<file path="src/hdl/xcfr_pkg.sv">
// Shared constants and types for the XOR-checked frame receiver.
package xcfr_pkg;

  localparam int BYTE_W      = 8;
  localparam int MAX_PAYLOAD = 64;
  localparam int ADDR_W      = $clog2(MAX_PAYLOAD);
  localparam int CNT_W       = $clog2(MAX_PAYLOAD + 1);

  typedef logic [BYTE_W-1:0] byte_t;
  typedef logic [CNT_W-1:0]  cnt_t;
  typedef logic [ADDR_W-1:0] addr_t;

  // Configuration register indexes
  localparam logic REG_START = 1'b0;
  localparam logic REG_END   = 1'b1;

  localparam byte_t START_RESET = 8'h65;
  localparam byte_t END_RESET   = 8'h0D;

endpackage

</file>
<file path="src/hdl/xor_checked_frame_receiver.sv">
// Frame receiver: start marker, length, payload, XOR check byte, end marker; replays payload.
// One received byte is accepted per cycle while a frame is being parsed.
// After a good end marker the input stalls while the payload buffer (a 64 x 8
// synchronous RAM, one read port) replays. It gives one result per cycle while the
// output is not held off; the first result passes through the RAM read register and
// then the output register. The input stalls until the last read is issued (a single
// read for an empty frame). Synchronous active-high reset returns to hunting, clears
// out_valid and restores the marker registers; the payload RAM is not cleared.
module xor_checked_frame_receiver (
  input  logic           clk,
  input  logic           rst,
  input  logic           cfg_we,
  input  logic           cfg_index,
  input  xcfr_pkg::byte_t cfg_data,
  input  logic           in_valid,
  output logic           in_ready,
  input  xcfr_pkg::byte_t rx_byte,
  output logic           out_valid,
  input  logic           out_ready,
  output xcfr_pkg::byte_t payload_byte,
  output logic           last_byte,
  output logic           empty_frame
);
  import xcfr_pkg::*;

  localparam logic [2:0] PH_HUNT   = 3'd0;
  localparam logic [2:0] PH_LEN    = 3'd1;
  localparam logic [2:0] PH_DATA   = 3'd2;
  localparam logic [2:0] PH_CHK    = 3'd3;
  localparam logic [2:0] PH_END    = 3'd4;
  localparam logic [2:0] PH_REPLAY = 3'd5;

  byte_t       start_marker;
  byte_t       end_marker;
  logic [2:0]  phase;
  cnt_t        frame_length;
  cnt_t        bytes_stored;
  byte_t       running_xor;
  cnt_t        rd_idx;
  logic        rd_pend;
  logic        rd_last;
  logic        rd_empty;
  byte_t       mem_q;
  byte_t       mem [MAX_PAYLOAD];

  logic        in_fire;
  logic        load_out;
  logic        issue;
  logic        issue_last;
  cnt_t        stored_next;

  assign in_ready    = (phase != PH_REPLAY);
  assign in_fire     = in_valid && in_ready;
  assign load_out    = rd_pend && (!out_valid || out_ready);
  assign issue       = (phase == PH_REPLAY) && (!rd_pend || load_out);
  assign issue_last  = (frame_length == '0) || (rd_idx + cnt_t'(1) == frame_length);
  assign stored_next = bytes_stored + cnt_t'(1);

  // Configuration registers
  always_ff @(posedge clk) begin
    if (rst) begin
      start_marker <= START_RESET;
      end_marker   <= END_RESET;
    end else if (cfg_we) begin
      unique case (cfg_index)
        REG_START: start_marker <= cfg_data;
        REG_END:   end_marker   <= cfg_data;
        default:   ;
      endcase
    end
  end

  // Payload RAM: write while storing, read during replay
  always_ff @(posedge clk) begin
    if (in_fire && phase == PH_DATA && bytes_stored < cnt_t'(MAX_PAYLOAD)) begin
      mem[bytes_stored[ADDR_W-1:0]] <= rx_byte;
    end
    if (issue) begin
      mem_q <= mem[rd_idx[ADDR_W-1:0]];
    end
  end

  // Parse and replay control
  always_ff @(posedge clk) begin
    if (rst) begin
      phase        <= PH_HUNT;
      frame_length <= '0;
      bytes_stored <= '0;
      running_xor  <= '0;
      rd_idx       <= '0;
      rd_pend      <= 1'b0;
      rd_last      <= 1'b0;
      rd_empty     <= 1'b0;
    end else begin
      if (issue) begin
        rd_pend  <= 1'b1;
        rd_last  <= issue_last;
        rd_empty <= (frame_length == '0);
        rd_idx   <= rd_idx + cnt_t'(1);
        if (issue_last) begin
          phase <= PH_HUNT;
        end
      end else if (load_out) begin
        rd_pend <= 1'b0;
      end

      if (in_fire) begin
        unique case (phase)
          PH_LEN: begin
            if (rx_byte > byte_t'(MAX_PAYLOAD)) begin
              phase <= PH_HUNT;
            end else begin
              frame_length <= rx_byte[CNT_W-1:0];
              bytes_stored <= '0;
              running_xor  <= running_xor ^ rx_byte;
              phase        <= (rx_byte == '0) ? PH_CHK : PH_DATA;
            end
          end
          PH_DATA: begin
            bytes_stored <= stored_next;
            running_xor  <= running_xor ^ rx_byte;
            if (stored_next >= frame_length) begin
              phase <= PH_CHK;
            end
          end
          PH_CHK: begin
            phase <= (rx_byte == running_xor) ? PH_END : PH_HUNT;
          end
          PH_END: begin
            // start replay only on a matching end marker
            if (rx_byte == end_marker) begin
              phase  <= PH_REPLAY;
              rd_idx <= '0;
            end else begin
              phase <= PH_HUNT;
            end
          end
          default: begin
            if (rx_byte == start_marker) begin
              running_xor <= rx_byte;
              phase       <= PH_LEN;
            end else begin
              phase <= PH_HUNT;
            end
          end
        endcase
      end
    end
  end

  // Output register
  always_ff @(posedge clk) begin
    if (rst) begin
      out_valid <= 1'b0;
    end else if (load_out) begin
      out_valid <= 1'b1;
    end else if (out_ready) begin
      out_valid <= 1'b0;
    end
  end

  always_ff @(posedge clk) begin
    if (load_out) begin
      payload_byte <= rd_empty ? '0 : mem_q;
      last_byte    <= rd_last;
      empty_frame  <= rd_empty;
    end
  end

endmodule

</file>
<file path="config.mk">
export PLATFORM = sky130hd
export DESIGN_NAME = xor_checked_frame_receiver
export DESIGN_NICKNAME = d
export VERILOG_FILES = /design/src/hdl/xcfr_pkg.sv /design/src/hdl/xor_checked_frame_receiver.sv
export SDC_FILE = /design/constraint.sdc
export NUM_CORES = 1
export LEC_CHECK = 0
export CAP_MARGIN = 10
export CELL_PAD_IN_SITES_DETAIL_PLACEMENT = 2
export CELL_PAD_IN_SITES_GLOBAL_PLACEMENT = 2
export CORE_MARGIN = 2
export CORE_UTILIZATION = 47
export DETAILED_ROUTE_END_ITERATION = 10
export DONT_BUFFER_PORTS = 1
export HOLD_SLACK_MARGIN = 0.06
export PLACE_DENSITY_LB_ADDON = 0.1
export SLEW_MARGIN = 0
export SYNTH_ARGS = -nofsm -noshare
export SYNTH_HDL_FRONTEND = slang
export SYNTH_SLANG_ARGS = --single-unit
</file>
<file path="constraint.sdc">
create_clock -name clk -period 4.14 [get_ports clk]
set_input_delay 1.035 -clock clk [delete_from_list [all_inputs] [get_ports clk]]
set_output_delay 1.035 -clock clk [all_outputs]
set_load 0.01 [all_outputs]
</file>
==> metrics.md <==
| Metric | Value |
|---|---|
| Post-DP Area | 24130 um^2 |
| #FFs+latches synth | 582 |
| Max-cap violations | 0 |
| Critical path arrival | 3.81 ns |
| Hold Crit Class | flip-flop to flip-flop |
| Initial antenna violation count | 1 |
| Hold Buf Count CTS | 0 |
| DRT Wirelength | 66.82 mm |
| Max-slew violations | 0 |
| Mean area per synthesized cell | 18.59 um^2 |
| Post-DP HPWL | 39.97 mm |
| RSZ-0062 raised after global routing | no |
| CP required | 4.40 ns |
| DRC | 0 |
| Most used cell, CP | nor2_1 |
| Tot GR Track Use | 27.11% |
| H-tree depth | 2 |
| CP max FO | 20 |
| Post-CTS setup buffer count | 0 |
| CTS tree | done |
| Setup TNS | 0 ns |
| 1st-iter DRT viols | 1057 |
| Top FF cell, synth | edfxtp_1 |
| Synth unique cells | 45 |
| Crit path capture type | flip-flop |
| Number of fillers in the final layout | 4242 |
| Final setup violation count | 0 |
| Initial Utilization | 47.63% |
| Buffers & Inverters on Critical Path | 0 |
| Max Fclk | 282.2 MHz |
| WL per Instance | 33.56 um |
| Largest net degree at the start of global routing | 73 |
| Worst Setup SP | phase[2] |
| Detailed-route via count | 12120 |
| Row count | 81 |
| Final period util | 85.61% |
| Post-synth top area cell | edfxtp_1 |
| Register area share after synthesis | 72.72% |
| Global-route wire length before repair | 96.97 mm |
| Die ar. | 51410 um^2 |
| Routed vias/inst | 6.087 |
| Area grow syn2layout | 11.66% |
| Status | complete, no violations |
| Met1 GRT Util | 36.24% |
| Worst slew pin tran | 0.9076 ns |
| Final nets | 1307 |
| RePlAce Congestion | 0.8035 |
| Floorplan Core Area | 48950 um^2 |
| Layout cells sized above 1 | 21.33% |
| Clock latency on the worst-skew pair | 0.64 ns |
| Crit-path slowest cell | nor2_1 |
| Final instance area | 26040 um^2 |
| Post-synthesis cell count | 1254 |
| Post-Syn Area | 23320 um^2 |
| VDD IR-drop max | 427.0 uV |
| Num ports | 34 |
| Die extent in y | 226.7 um |
| PD cells | 450.3 nW/um^2 |
| Critical path, cell by cell | nor2_1 -> nand3_1 -> nor3b_1 -> nand2_1 -> nor2_1 |
| Synth area leaders | edfxtp_1, mux4_2, dfxtp_1 |
| Drt pass-1 iters | 5 |
| GR Util met3 | 4.846% |
| Static Leak | 0.008007 uW |
| Clk slew on worst S/H paths | 0.06 ns |
| CTS root buf | clkbuf_16 |
| CP startpoint kind | flip-flop |
| Vias in the first global route | 13110 |
| RR Startpoint | phase[2] |
| Sinks on Clock Net | 582 |
| Longest Clk Path Bufs | 3 |
| Crit-path max cell delay | 0.83 ns |
| EDFF count, synth | 530 |
| GRT overflow | 0 |
| Top cells by count, synth | edfxtp_1, mux4_2, nor2_1 |
| IO buf count | 0 |
| Hold Fails Final Rpt | 0 |
| TritonCTS Buffers | 59 |
| Dpl ws | 0.7093 ns |
| Fin worst setup slack | 0.5959 ns |
| Skew final | 0.02620 ns |
| CP top delay family | simple AND/OR/NAND/NOR gates |
| Warnings, synthesis | 0 |
| Die Width | 226.7 um |
| Met2 Use GR | 44.99% |
| Ys async rst share | 0% |
| Gr busiest metal | met2 |
| Min Clock Period, post-route | 3.544 ns |
| Syn_nets | 1285 |
| Setup CP Type | flip-flop to flip-flop |
| Worst slew margin | 39.27% |
| Top-count cell post-synth | edfxtp_1 |
| Routed Antenna Nets | 0 |
| Yosys top cell area share | 68.26% |
| N_diodes | 0 |
| Total Power | 11720 uW |
| Hold path startpoint | rd_last |
| CTS resizes | 0 |
[flip-flops by register name (all words and copies together) (netlist names), 8 cells and up]
name and count:
end_marker 8, running_xor 8, mem_q 8, mem 512
payload_byte 8, start_marker 8
[cells in the final DEF (no fill, tap or decap), types with 5 or more instances in the layout]
cell type | netlist | layout
a211o_1 | 10 | 10
o21ai_0 | 5 | 5
ha_1 | 9 | 9
buf_4 | 12 | 32
o2111ai_1 | 8 | 8
o221ai_1 | 7 | 7
and3_1 | 7 | 7
nand2_1 | 68 | 68
nor4_1 | 6 | 6
nor2b_1 | 14 | 14
xnor2_1 | 14 | 14
nor3_1 | 7 | 7
nor2_1 | 101 | 101
buf_12 | 0 | 5
a21oi_1 | 28 | 28
clkinv_1 | 1 | 14
xor2_1 | 30 | 30
nand4_1 | 5 | 5
clkinv_2 | 0 | 9
clkbuf_1 | 37 | 15
clkbuf_16 | 0 | 60
mux2i_1 | 15 | 15
nand3_1 | 25 | 25
dfxtp_1 | 52 | 49
edfxtp_1 | 530 | 530
or3_1 | 11 | 11
a31oi_1 | 10 | 10
inv_1 | 15 | 15
o22ai_1 | 14 | 14
mux4_2 | 153 | 153
[path summary, 6_finish.rpt]
check / to / slack [ns] / cells past startpoint
max reg2reg: mem[25][4] / 0.60 / 5
min: last_byte / 0.43 / 0
min reg2reg: last_byte / 0.43 / 0
max: mem[25][4] / 0.60 / 5
[layout make-up]
type / count / area [um^2] / share of cell area, %
Sequential cell: 582 / 16970 / 65.16
Multi-Input combinational cell: 579 / 5931 / 22.78
Clock buffer: 78 / 1599 / 6.142
Tap cell: 664 / 830.8 / 3.191
Timing Repair Buffer: 37 / 340.3 / 1.307
Clock inverter: 34 / 305.3 / 1.173
Inverter: 17 / 63.81 / 0.2451
[power breakdown]
group	switching [uW]	internal (uW)	leakage (uW)
registers	6.55	6400	0.00518
clock network	2290	2970	0.000924
logic	28.3	18.5	0.00190
total	2330	9400	0.00801
[per-layer routing]
metal,vias to the layer above,routed length (um)
met1,6496,27280
met2,435,33180
li1,5066,-
met4,2,2309
met3,120,4043
met5,-,13
[worst register-to-register path: stages, from the launching register on]
cell	delay, ns
dfxtp_1	0.51
nor2_1	0.48
nand3_1	0.20
nor3b_1	0.50
nand2_1	0.66
nor2_1	0.84
[kinds of logic (layout without fill, tap and decap cells)]
| group | after synthesis | after routing | synth area share, % |
|---|---|---|---|
| compound gates | 94 | 94 | 2.715 |
| buf+inv | 93 | 166 | 1.841 |
| flops | 582 | 582 | 72.72 |
| simple gates | 264 | 264 | 5.162 |
| xor+xnor | 44 | 44 | 1.653 |
| fa+ha+maj | 9 | 9 | 0.4830 |
| mux | 168 | 168 | 15.42 |
[per-stage QoR]
stage                     util [%]  hold WS, ns  instances
after floorplan                  -       0.4081       1254
after global placement       49.30       0.4229       1879
after detailed placement     49.30       0.4283       1879
after CTS                    53.19       0.4357       1991
after global routing         53.19       0.4476       1991
final                        53.19       0.4340       1991
(Power assumes the default switching activity.)
